`src/hw/rtl/knn4_pkg.sv`:
```
// knn4_pkg: shared types and constants for the four-feature knn classifier
// no dependencies; imported by every module of the block

package knn4_pkg;

  localparam int FEAT_COUNT = 4;   // features per sample
  localparam int NEIGHBOURS = 4;   // selection passes per query
  localparam int VOTERS     = 3;   // neighbours that take part in the vote
  localparam int LABEL_BITS = 2;
  localparam int COUNT_BITS = 16;

  localparam logic [COUNT_BITS-1:0] COUNT_MAX = '1;

  localparam logic MODE_LOAD  = 1'b0;
  localparam logic MODE_QUERY = 1'b1;

  localparam logic [LABEL_BITS-1:0] CLASS_NONE = 2'd0;
  localparam logic [LABEL_BITS-1:0] CLASS_ONE  = 2'd1;
  localparam logic [LABEL_BITS-1:0] CLASS_TWO  = 2'd2;
  localparam logic [LABEL_BITS-1:0] CLASS_THREE = 2'd3;

  typedef enum logic [2:0] {
    ST_IDLE,
    ST_SCAN,
    ST_DRAIN,
    ST_NEXT,
    ST_VOTE
  } state_t;

endpackage

```
`src/hw/rtl/knn4_dist.sv`:
```
// knn4_dist: three-stage pipelined squared euclidean distance unit
// depends on knn4_pkg for the feature count

module knn4_dist
  import knn4_pkg::*;
#(
  parameter int FEATURE_BITS = 8,
  parameter int TAG_BITS     = 10,
  parameter int DIST_BITS    = 2 * FEATURE_BITS + 2
) (
  input  logic                    clk,
  input  logic                    rst,
  input  logic                    in_valid,
  input  logic [FEATURE_BITS-1:0] sample_feat [FEAT_COUNT],
  input  logic [FEATURE_BITS-1:0] query_feat  [FEAT_COUNT],
  input  logic [TAG_BITS-1:0]     in_tag,
  output logic                    out_valid,
  output logic [DIST_BITS-1:0]    out_dist,
  output logic [TAG_BITS-1:0]     out_tag,
  output logic                    active
);

  logic [FEATURE_BITS-1:0]   diff [FEAT_COUNT];
  logic [2*FEATURE_BITS-1:0] sq   [FEAT_COUNT];
  logic [TAG_BITS-1:0]       tag1, tag2;
  logic                      vld1, vld2;
  logic [DIST_BITS-1:0]      sum;

  always_ff @(posedge clk) begin
    if (rst) begin
      vld1      <= 1'b0;
      vld2      <= 1'b0;
      out_valid <= 1'b0;
    end else begin
      vld1      <= in_valid;
      vld2      <= vld1;
      out_valid <= vld2;
    end
  end

  // stage 1: absolute differences
  always_ff @(posedge clk) begin
    for (int i = 0; i < FEAT_COUNT; i++) begin
      diff[i] <= (sample_feat[i] >= query_feat[i]) ? sample_feat[i] - query_feat[i]
                                                   : query_feat[i] - sample_feat[i];
    end
    tag1 <= in_tag;
  end

  // stage 2: squares, one small multiplier per feature lane
  always_ff @(posedge clk) begin
    for (int i = 0; i < FEAT_COUNT; i++) begin
      sq[i] <= diff[i] * diff[i];
    end
    tag2 <= tag1;
  end

  always_comb begin
    sum = '0;
    for (int i = 0; i < FEAT_COUNT; i++) begin
      sum = sum + DIST_BITS'(sq[i]);
    end
  end

  // stage 3: sum of squares
  always_ff @(posedge clk) begin
    out_dist <= sum;
    out_tag  <= tag2;
  end

  assign active = vld1 | vld2 | out_valid;

endmodule

```
`config.mk`:
```
export PLATFORM = sky130hd
export DESIGN_NAME = knn4_dist
export DESIGN_NICKNAME = d
export VERILOG_FILES = /design/src/hw/rtl/knn4_pkg.sv /design/src/hw/rtl/knn4_dist.sv
export SDC_FILE = /design/constraint.sdc
export NUM_CORES = 1
export LEC_CHECK = 0
export ABC_AREA = 1
export BUFFER_PORTS_ARGS = -buffer_cell sky130_fd_sc_hd__buf_2
export CORE_ASPECT_RATIO = 1.1
export CORE_MARGIN = 2
export CORE_UTILIZATION = 45
export DETAILED_ROUTE_END_ITERATION = 8
export HOLD_SLACK_MARGIN = 0.02
export PLACE_DENSITY = 0.66
export SLEW_MARGIN = 10
export SYNTH_ARGS = -nofsm -noshare
export SYNTH_HDL_FRONTEND = slang
export SYNTH_SLANG_ARGS = --single-unit
```
`constraint.sdc`:
```
create_clock -name clk -period 5.3 [get_ports clk]
set_input_delay 0.265 -clock clk [delete_from_list [all_inputs] [get_ports clk]]
set_output_delay 0.265 -clock clk [all_outputs]
set_load 0.02 [all_outputs]
```
After elaboration in Yosys (flattened, before gate mapping). Memory sizes are Yosys's and may differ from the RTL's. Index checks and enable logic that the tools add are counted.

Muxes and demuxes: 4. $lt $le $gt $ge: 4. Bitwise gates (word level): 2. Multipliers: 4. $add $sub $neg: 11.

Operators with widths (number): 8-bit by 8-bit multiplier with 16-bit output (4); 8-bit subtractor (8); 8-bit >= comparator (4); 8-bit 2-to-1 mux (4); 17-bit by 16-bit adder with 18-bit output (1); 18-bit by 16-bit adder with 18-bit output (1); 16-bit by 16-bit adder with 17-bit output (1); 1-bit bitwise OR (2).

Memories kept: 2. Register bits: 51. Logic and storage cells: 34. Input bits: 77. Memory bits (writable): 96. Output and inout bits: 30.

Memory list: sq (words 4, width 16, read ports 4, clocked after Yosys merged registers in 0, wr ports 4, RTL line knn4_dist.sv:24) `logic [2*FEATURE_BITS-1:0] sq [FEAT_COUNT];`; diff (words 4, width 8, read ports 4, clocked after Yosys merged registers in 0, wr ports 4, RTL line knn4_dist.sv:23) `logic [FEATURE_BITS-1:0] diff [FEAT_COUNT];`.

Depth between registers and ports, before layout. Gate-level depths: netlist of the first run.

Depth in word-level cells: 3. Mapped depth: 20.

Worst setup path after synthesis of the first run. No wires, ideal clock.

Kind: reg2reg. Start: memory diff[0][2]. End: memory sq[0][12] (netlist bit). Path buffers: 1. Arrival time: 3761 ps. Slack: 1427 ps. Stages on the path, launching flop included: 17. Period minus slack after synthesis: 3873 ps. Cells stage by stage: dfxtp_1 clkbuf_1 nand2_1 fa_1 inv_1 fa_1 fa_1 inv_1 fa_1 inv_1 ha_1 a21oi_1 nor2_1 nor2_1 nand3_1 nand2_1 nand2_1.

RTL lines (RTL line): start, declared (knn4_dist.sv:23); end, declared (knn4_dist.sv:24).

==> results of run 1 <==
==> metrics by stage <==
step / worst slack [ns] / std cells / area, um^2
final: 1.30 / 2633 / 16700
after global placement: 1.36 / 2590 / 16000
after CTS: 1.24 / 2633 / 16700
after global routing: 1.01 / 2633 / 16700
after floorplan: 1.43 / 2095 / 15100
after detailed placement: 1.27 / 2590 / 16000
==> cell type report <==
cell class | instances | area (um^2) | share of cell area
Tap cell | 432 | 541 | 0.0323
Multi-Input combinational cell | 1377 | 10100 | 0.602
Clock inverter | 13 | 178 | 0.0106
Timing Repair Buffer | 117 | 641 | 0.0383
Sequential cell | 143 | 2860 | 0.171
Clock buffer | 19 | 443 | 0.0265
Inverter | 532 | 2000 | 0.119
==> critical path: stages, from the launching register on <==
cell	delay (ns)
dfxtp_1	0.53
nand2_1	0.15
fa_1	0.55
inv_1	0.07
fa_1	0.50
fa_1	0.54
inv_1	0.05
fa_1	0.52
inv_1	0.04
ha_1	0.34
a21oi_1	0.21
nor2_1	0.06
nor2_1	0.12
nand3_1	0.09
nand2_1	0.07
nand2_1	0.04
==> cell usage after synthesis, drive strengths merged (6+ instances only) <==
cell type | count | share of area
dfxtp | 143 | 0.19
nor2 | 122 | 0.034
o21ai | 32 | 0.011
xor2 | 50 | 0.029
inv | 531 | 0.13
nand3 | 132 | 0.049
nand2 | 569 | 0.14
a21oi | 58 | 0.020
xnor2 | 32 | 0.019
clkbuf | 31 | 0.0077
nand4 | 26 | 0.011
ha | 191 | 0.16
fa | 138 | 0.18
or2 | 6 | 0.0031
buf | 12 | 0.0056
nor3 | 6 | 0.0020
==> placed cells by master, fill, tap and decap left out, types with 4 or more instances in the layout <==
cell and instances:
nand2_1 564, nand2_2 4, nor2_4 4, inv_1 529
dfxtp_1 143, nor2_1 114, nand3_1 120, o21ai_0 24
o21bai_1 4, buf_2 106, a21o_1 4, nor3_1 6
xnor2_1 32, nand3_2 10, conb_1 5, ha_1 191
o21ai_1 8, nand4_1 26, dlygate4sd3_1 11, a21oi_1 57
inv_6 4, clkbuf_16 17, or2_4 4, xor2_1 50
fa_1 138
==> routing by layer <==
metal / wire length (um) / vias to the layer above
li1: - / 6388
met1: 13500 / 5503
met2: 14300 / 205
met3: 920 / 16
met4: 219 / 0
met5: 0 / -
==> what timing repair did <==
action,CTS,global route
endpoints found under the hold margin,13,0
setup endpoints to repair,0,0
hold buffers,11,0
==> worst max-delay path by stage <==
stage | to | start | slack [ns]
final | sq[0][12] | diff[0][2] | 1.30
after global routing | sq[0][12] | diff[0][2] | 1.01
after CTS | sq[0][12] | diff[0][2] | 1.24
after detailed placement | sq[0][12] | diff[0][2] | 1.27
after global placement | sq[0][12] | diff[0][2] | 1.36
after floorplan | sq[0][12] | diff[0][2] | 1.43
==> cells by family (layout without fill, tap and decap cells) <==
logic type | after synthesis | count (layout) | share of synthesized area
buf+inv | 575 | 681 | 0.145
xor+xnor | 82 | 82 | 0.0475
compound gates | 100 | 100 | 0.0354
simple gates | 861 | 861 | 0.241
flops | 143 | 143 | 0.189
fa+ha+maj | 329 | 329 | 0.341
other cells | 2 | 5 | 0.000497
==> flip-flops by register name (all words and copies together) (netlist names) <==
| register | flops |
|---|---|
| tag2 | 10 |
| vld1 | 1 |
| sq | 60 |
| out_dist | 18 |
| tag1 | 10 |
| vld2 | 1 |
| out_valid | 1 |
| out_tag | 10 |
| diff | 32 |
==> results by group, run 1 <==
CTS
  • Cell chosen for the clock root: clkbuf_16
  • Clock-pin slew of the registers on the worst-case setup and hold paths: 0.07 ns
  • H-Tree Level Count: 4
  • Cts bufs inserted: 17
  • Post-cts sizing count: 0
  • TritonCTS clock tree: yes
  • Maximum root-to-sink buffer count: 2
  • Post-CTS Setup Repair Bufs: 0
  • CTS sink count: around 140
  • Clock latency of the later-clocked register in the worst-skew pair: 0.43 ns

Timing
  • Number of failing setup endpoints in the final timing report: 0
  • Worst hold margin: 0.0620 ns
  • Final count of pins violating max slew: 0
  • Period utilisation layout: 0.755
  • Maximum clock frequency: around 0.25 GHz
  • Min Clock Period, post-route: 4.00 ns
  • Final clock skew: roughly 0.013 ns
  • Total negative setup slack: 0 ns
  • Unrepaired setup endpoints after global routing: false
  • Total count of hold-check failures in the final report: 0

Detailed routing
  • Overall via count from detail_route: 12100
  • Total detailed-routing wirelength: about 29 mm
  • Vias per cell: 4.60
  • Detailed-route wire length per cell: approximately 11 um
  • Number of DRC markers after the initial detailed-route iteration: ~500
  • Number of search-and-repair iterations in the first detailed-routing pass: 8
  • Post-detailed-route count of antenna-violating nets: 0
  • DRC errors left: 0

Global route
  • Global routing usage on met3: 0.0217
  • GR Util met2: 0.313
  • First-pass GRT wire length: a little over 50 mm
  • Initial antenna violation count: 0
  • Global-route congestion overflow total: 0
  • Vias in the first global route: roughly 12000
  • Met1 Track Usage GR: 0.223
  • Largest net degree at the start of global routing: 17
  • Overall fraction of global-route tracks in use: 0.174
  • Busiest layer in global routing: met2

Finish
  • Ant diodes: 0
  • Net total in the final layout: 2594
  • Number of fill cells in the layout: about 3300
  • Final core utilization: 0.504
  • Layout cell share with drive strength beyond 1: 0.0777
  • P&R area growth vs syn: 10.7%

Floorplan
  • Die outline height: about 200 um
  • Initial Util: 0.455
  • Chip width: 179 um
  • Die footprint: 35100 um^2
  • Row count: 70
  • Number of I/O pins: about 110
  • Placeable Area: 33200 um^2

Min path
  • Hold-critical path depth: 3
  • Start point of the worst hold path: in_valid
  • Worst Hold End: vld1
  • Class of the tightest hold or removal check: input pin to flip-flop

Run
  • MaxCap Viol Count: 0

Placed design
  • Post-detail-place hpwl: 24.8 mm
  • Count of buffers from port buffering: 106
  • Final Wtd Congestion: approximately 0.87

Logic synthesis
  • Post-synthesis instance area: about 15000 um^2
  • Fraction of registers with async set or reset after synthesis: 0
  • Syn avg cell area: between 7 and 8 um^2
  • Prevailing post-synth register cell: dfxtp_1
  • Number of synthesized flops with an enable pin: 0
  • Post-Synthesis Cells: around 2100
  • Warnings from Yosys: 0
  • Number of flip-flops and latches in the synthesized netlist: between 100 and 150
  • Part of the Yosys area used for sequential elements: 0.189
  • Number of distinct library cell variants in the gate-level netlist after synthesis: 34

Status
  • Run status: finished, final reports clean

Worst setup path
  • Crit path launch type: flip-flop
  • Data required time of the critical path: about 5.6 ns
  • Worst setup path class: flip-flop to flip-flop
  • Crit Path Max Fanout: 9
  • Worst path arrival time: around 4.3 ns
  • Startpoint of the worst-slack reg-to-reg timing path: diff[0][2]
  • Logic depth of the worst register-to-register path: 15
  • Critical register-to-register path endpoint: sq[0][12]
  • Setup slack, reg-to-reg: 1.30 ns
  • Crit path capture type: flip-flop
Power of run 1 is not shown: default switching activity piles up to over one toggle a cycle in this logic, so the estimate is an artifact.
==> inputs of run 2 (changes only) <==
- PLACE_DENSITY: 0.66 -> 0.69
- clock period: 5.3 -> 3.35 ns (I/O delays scaled with it)
==> run 2 against run 1 <==
The run now ends with negative setup slack left. Largest cell class unchanged. Highest routed layer unchanged. Clock-buffer cell count stayed put. Non-clock buffer count is 134 higher. Global-route usage grew 1.9 points.
==> results by group, run 2 (synthesis results as in run 1) <==
Status
  • Run status: finished, violations left (was finished, final reports clean)
  • Violations in the final reports: negative setup slack

Placed design
  • Count of buffers from port buffering: 106 (unchanged)
  • Post-detail-place hpwl: 26.8 mm (was 24.8 mm)
  • Final Wtd Congestion: 0.876 (was 0.871)

Finish
  • Layout cell share with drive strength beyond 1: 0.255 (was 0.0777)
  • Number of flip-flops under the largest register name: 60 (unchanged)
  • Leading cell types in the layout, fill and taps excluded: nand2_1 (482), inv_1 (480), ha_1 (160) (was nand2_1 (564), inv_1 (529), ha_1 (191))
  • Largest registers: sq x60, diff x32, out_dist x18 (unchanged)
  • Number of fill cells in the layout: 2970 (was 3309)
  • P&R area growth vs syn: 27.4% (was 10.7%)
  • Net total in the final layout: 2728 (was 2594)
  • Register with the highest flop count: sq (unchanged)
  • Most frequent standard cell in the layout excluding fill and tap cells: nand2_1 (unchanged)
  • Ant diodes: 0 (unchanged)

Detailed routing
  • Post-detailed-route count of antenna-violating nets: 0 (unchanged)
  • Overall via count from detail_route: 12800 (was 12100)
  • DRC errors left: 0 (unchanged)
  • Vias per cell: 4.64 (was 4.60)
  • Detailed-route wire length per cell: 11.9 um (was 11.0 um)
  • Number of DRC markers after the initial detailed-route iteration: 533 (was 515)
  • Number of search-and-repair iterations in the first detailed-routing pass: 6 (was 8)
  • Total detailed-routing wirelength: 32.9 mm (was 28.9 mm)

CTS
  • Clock-pin slew of the registers on the worst-case setup and hold paths: 0.08 ns (was 0.07 ns)
  • TritonCTS clock tree: yes (unchanged)
  • Cts bufs inserted: 17 (unchanged)
  • H-Tree Level Count: 4 (unchanged)
  • Clock latency of the later-clocked register in the worst-skew pair: 0.43 ns (about the same)
  • Cell chosen for the clock root: clkbuf_16 (unchanged)
  • CTS sink count: 143 (unchanged)
  • Maximum root-to-sink buffer count: 2 (unchanged)

Timing
  • Unrepaired setup endpoints after global routing: true (was false)
  • Crit path setup slack, layout: -0.178 ns (was 1.30 ns)
  • Number of failing setup endpoints in the final timing report: 29 (was 0)
  • Maximum clock frequency: 0.283 GHz (was 0.250 GHz)
  • Worst hold margin: 0.0250 ns (was 0.0620 ns)
  • Min Clock Period, post-route: 3.53 ns (was 4.00 ns)
  • Final clock skew: 0.0153 ns (was 0.0125 ns)
  • Period utilisation layout: 1.05 (was 0.755)
  • Final count of pins violating max slew: 0 (unchanged)
  • Total count of hold-check failures in the final report: 0 (unchanged)

Global route
  • First-pass GRT wire length: 55.9 mm (was 50.9 mm)
  • Global-route congestion overflow total: 0 (unchanged)
  • Largest net degree at the start of global routing: 17 (unchanged)
  • Vias in the first global route: 13100 (was 11700)
  • Overall fraction of global-route tracks in use: 0.193 (was 0.174)
  • Initial antenna violation count: 0 (unchanged)

Worst setup path
  • Delay contributed by the slowest stage of the critical path: 0.55 ns (about the same)
  • Cells traversed along the worst timing path: nand2_2, inv_2, fa_1, fa_1, inv_1, fa_1, inv_1, fa_1, ha_4, nand2_2, nand2_4, nand2_2, nand2_2, nand2_1, nand4_1, nand2_1 (was nand2_1, fa_1, inv_1, fa_1, fa_1, inv_1, fa_1, inv_1, ha_1, a21oi_1, nor2_1, nor2_1, nand3_1, nand2_1, nand2_1)
  • Worst path arrival time: 3.85 ns (was 4.32 ns)
  • Master of the slowest instance on the critical path: fa_1 (unchanged)
  • Crit path capture type: flip-flop (unchanged)
  • Crit path launch type: flip-flop (unchanged)
  • Crit Path Max Fanout: 5 (was 9)
  • Worst setup path class: flip-flop to flip-flop (unchanged)
  • Data required time of the critical path: 3.67 ns (was 5.62 ns)

Floorplan
  • Die footprint: 35100 um^2 (unchanged)
  • Number of I/O pins: 107 (unchanged)
  • Initial Util: 0.455 (unchanged)
  • Die outline height: 196 um (unchanged)
  • Chip width: 179 um (unchanged)
  • Placeable Area: 33200 um^2 (unchanged)
  • Row count: 70 (unchanged)

Run
  • MaxCap Viol Count: 0 (unchanged)

Min path
  • Class of the tightest hold or removal check: input pin to flip-flop (unchanged)
-- run 2: cell type report --
cell class                      count  area, um^2  share of cell area
Tap cell                          432         541              0.0281
Inverter                          532        2000               0.104
Clock inverter                     13         178             0.00923
Multi-Input combinational cell   1377       11400               0.593
Clock buffer                       19         443              0.0230
Timing Repair Buffer              251        1710              0.0888
Sequential cell                   143        2960               0.154
-- run 2: final timing paths --
path	from	endpoint	slack (ns)	depth (start not counted)
setup reg to reg	diff[3][6]	sq[3][15]	-0.18	16
hold / removal	query_feat[16]	diff[1][0]	0.02	3
setup / recovery	diff[3][6]	sq[3][15]	-0.18	16
hold reg to reg	tag1[1]	tag2[1]	0.32	0
-- run 2: repair_timing --
action,4_1_cts,5_1_grt
buffers inserted,7,12
cloned,0,0
endpoints found under the setup margin,37,41
hold endpoints to repair,13,0
hold buffers,12,0
gates resized for setup,144,167
pin swaps,79,100
-- run 2: worst max-delay path: cells and delay by family (launching register included) --
kind	cells	cell delay [ns]
AND/OR/NAND/NOR	8	0.56
flip-flops	1	0.37
adder cells (fa/ha/maj)	5	2.34
buffers and inverters	3	0.15
-- run 2: through the flow --
stage	cells	area, um^2	setup WS, ns	utilization	setup TNS (ns)
finish	2767	19300	-0.178	0.580	-3.53
global route	2767	19300	-0.350	0.580	-8.19
CTS	2755	18500	-0.159	0.557	-2.89
detailed placement	2704	17200	-0.218	0.518	-5.18
global placement	2704	17200	-0.184	0.518	-3.34
floorplan	2095	15600	-0.0831	-	-1.27
-- run 2: routing by layer --
layer  vias up  part of all wire  GRT usage
met5         -                 0          0
met1      5971              0.44      0.235
met2       181              0.52      0.357
met4         0             0.016     0.0545
met3        36             0.025     0.0180
li1       6646                 -          -
Power of run 2 is left out for the same reason.
==> inputs of run 3 (changes only) <==
- MAX_ROUTING_LAYER: unset -> met4
==> run 3 against run 2 <==
The run still ends with negative setup slack left. Sequential share of layout area increased by 0.14 points. Via count is 0.47% higher. Flip-flop and latch count unchanged. Non-clock buffer count fell by 6. Die area unchanged. Setup slack improved by 0.0025 ns. Worst hold slack gained 0.020 ns.
==> results by group, run 3 (synthesis results as in run 1) <==
Global route
  • Overall fraction of global-route tracks in use: 0.200 (was 0.193)
  • Busiest layer in global routing: met2 (unchanged)
  • Largest net degree at the start of global routing: 17 (unchanged)
  • GR Util met2: 0.362 (was 0.357)
  • Global-route congestion overflow total: 0 (unchanged)
  • Global routing usage on met3: 0.0217 (was 0.0180)
  • Met1 Track Usage GR: 0.236 (was 0.235)
  • Vias in the first global route: 13000 (was 13100)
  • First-pass GRT wire length: 56.4 mm (was 55.9 mm)
  • Initial antenna violation count: 0 (unchanged)

Min path
  • Start point of the worst hold path: query_feat[8] (was query_feat[16])
  • Worst Hold End: diff[2][0] (was diff[1][0])
  • Class of the tightest hold or removal check: input pin to flip-flop (unchanged)
  • Hold-critical path depth: 3 (unchanged)

Run
  • MaxCap Viol Count: 0 (unchanged)

CTS
  • Cell chosen for the clock root: clkbuf_16 (unchanged)
  • Clock latency of the later-clocked register in the worst-skew pair: 0.42 ns (was 0.43 ns)
  • H-Tree Level Count: 4 (unchanged)
  • Cts bufs inserted: 17 (unchanged)
  • CTS sink count: 143 (unchanged)
  • Maximum root-to-sink buffer count: 2 (unchanged)
  • TritonCTS clock tree: yes (unchanged)
  • Clock-pin slew of the registers on the worst-case setup and hold paths: 0.07 ns (was 0.08 ns)

Detailed routing
  • DRC errors left: 0 (unchanged)
  • Detailed-route wire length per cell: 12.0 um (was 11.9 um)
  • Vias per cell: 4.67 (was 4.64)
  • Post-detailed-route count of antenna-violating nets: 0 (unchanged)
  • Number of DRC markers after the initial detailed-route iteration: 512 (was 533)
  • Overall via count from detail_route: 12900 (was 12800)
  • Total detailed-routing wirelength: 33.2 mm (was 32.9 mm)
  • Number of search-and-repair iterations in the first detailed-routing pass: 7 (was 6)

Finish
  • Most frequent standard cell in the layout excluding fill and tap cells: nand2_1 (unchanged)
  • Ant diodes: 0 (unchanged)
  • Largest registers: sq x60, diff x32, out_dist x18 (unchanged)
  • Number of fill cells in the layout: 3006 (was 2970)
  • Layout cell share with drive strength beyond 1: 0.246 (was 0.255)
  • Register with the highest flop count: sq (unchanged)
  • Leading cell types in the layout, fill and taps excluded: nand2_1 (488), inv_1 (487), ha_1 (162) (was nand2_1 (482), inv_1 (480), ha_1 (160))
  • P&R area growth vs syn: 26.0% (was 27.4%)
  • Finished Layout Cells: 2759 (was 2767)
  • Net total in the final layout: 2722 (was 2728)
  • Number of flip-flops under the largest register name: 60 (unchanged)

Floorplan
  • Die footprint: 35100 um^2 (unchanged)
  • Die outline height: 196 um (unchanged)
  • Chip width: 179 um (unchanged)
  • Initial Util: 0.455 (unchanged)
  • Number of I/O pins: 107 (unchanged)
  • Placeable Area: 33200 um^2 (unchanged)
  • Row count: 70 (unchanged)

Worst setup path
  • Worst Path Buf+Inv: 3 (unchanged)
  • Crit Path Max Fanout: 4 (was 5)
  • Critical register-to-register path endpoint: sq[3][15] (unchanged)
  • Logic depth of the worst register-to-register path: 14 (was 16)
  • Worst path arrival time: 3.83 ns (was 3.85 ns)
  • Worst setup path class: flip-flop to flip-flop (unchanged)
  • Startpoint of the worst-slack reg-to-reg timing path: diff[3][2] (was diff[3][6])
  • Delay contributed by the slowest stage of the critical path: 0.56 ns (was 0.55 ns)
  • Crit path launch type: flip-flop (unchanged)
  • Master of the slowest instance on the critical path: fa_1 (unchanged)
  • Crit path top cell by count: fa_1
  • Top cell family by delay on the critical path: adder cells (unchanged)
  • Cells traversed along the worst timing path: nand2_2, inv_2, fa_1, fa_1, inv_2, fa_1, inv_1, fa_1, ha_4, nand2_4, nor2_2, nand3_1, nand4_1, nand2_1 (was nand2_2, inv_2, fa_1, fa_1, inv_1, fa_1, inv_1, fa_1, ha_4, nand2_2, nand2_4, nand2_2, nand2_2, nand2_1, nand4_1, nand2_1)
  • Setup slack, reg-to-reg: -0.18 ns (about the same)
  • Crit path capture type: flip-flop (unchanged)
  • Data required time of the critical path: 3.65 ns (was 3.67 ns)

Timing
  • Period utilisation layout: 1.05 (about the same)
  • Maximum clock frequency: 0.284 GHz (was 0.283 GHz)
  • Final count of pins violating max slew: 0 (unchanged)
  • Number of failing setup endpoints in the final timing report: 29 (unchanged)
  • Unrepaired setup endpoints after global routing: true (unchanged)
  • Crit path setup slack, layout: -0.176 ns (was -0.178 ns)
  • Total negative setup slack: -3.45 ns (was -3.53 ns)
  • Worst hold margin: 0.0451 ns (was 0.0250 ns)
  • Min Clock Period, post-route: 3.53 ns (about the same)
  • Final clock skew: 0.0112 ns (was 0.0153 ns)
  • Total count of hold-check failures in the final report: 0 (unchanged)

Placed design
  • Placed Instances: 2704 (unchanged)
  • Count of buffers from port buffering: 106 (unchanged)
  • Final Wtd Congestion: 0.895 (was 0.876)
  • Post-detail-place hpwl: 27.0 mm (was 26.8 mm)

Status
  • Run status: finished, violations left (unchanged)
  • Violations in the final reports: negative setup slack (unchanged)
-- run 3: metal layers --
| metal | up-vias | wire [um] |
|---|---|---|
| li1 | 6651 | - |
| met1 | 5984 | 14500 |
| met2 | 218 | 17200 |
| met3 | 41 | 955 |
| met4 | 0 | 533 |
| met5 | - | 0 |
-- run 3: cell type report --
type                            count  area [um^2]  area share
Clock buffer                       18          439      0.0230
Clock inverter                     12          159     0.00834
Inverter                          532         2000       0.105
Multi-Input combinational cell   1377        11300       0.594
Sequential cell                   143         2950       0.155
Tap cell                          432          541      0.0284
Timing Repair Buffer              245         1650      0.0864
-- run 3: worst reg2reg max path, stage by stage, from the launching register on --
cell	delay (ns)
dfxtp_4	0.36
nand2_2	0.07
inv_2	0.04
fa_1	0.48
fa_1	0.56
inv_2	0.04
fa_1	0.48
inv_1	0.05
fa_1	0.48
ha_4	0.33
nand2_4	0.08
nor2_2	0.15
nand3_1	0.11
nand4_1	0.10
nand2_1	0.07
-- run 3: worst max path at each step --
stage          startpoint   endpoint  slack [ns]  cells past startpoint
2_1_floorplan  diff[0][5]  sq[0][12]       -0.08                     16
3_3_place_gp   diff[2][6]   sq[2][9]       -0.19                     14
3_5_place_dp   diff[2][3]   sq[2][9]       -0.24                     14
4_1_cts        diff[3][6]  sq[3][15]       -0.18                     14
5_1_grt        diff[3][5]  sq[3][12]       -0.35                     15
6_report       diff[3][2]  sq[3][15]       -0.18                     14
-- run 3: stage by stage --
stage               instance area [um^2]  utilization  setup WS [ns]
floorplan                          15600            -        -0.0831
global placement                   17200        0.518         -0.187
detailed placement                 17200        0.518         -0.242
CTS                                18500        0.559         -0.183
global route                       19100        0.574         -0.346
finish                             19100        0.574         -0.176
-- run 3: what timing repair did --
| action | in CTS | in global routing |
|---|---|---|
| hold buffers | 12 | 0 |
| endpoints found under the hold margin | 13 | 0 |
| setup endpoints to repair | 38 | 41 |
| setup buffers | 7 | 7 |
| pin swaps | 76 | 77 |
| resized for setup | 160 | 116 |
Power of run 3 is left out for the same reason.
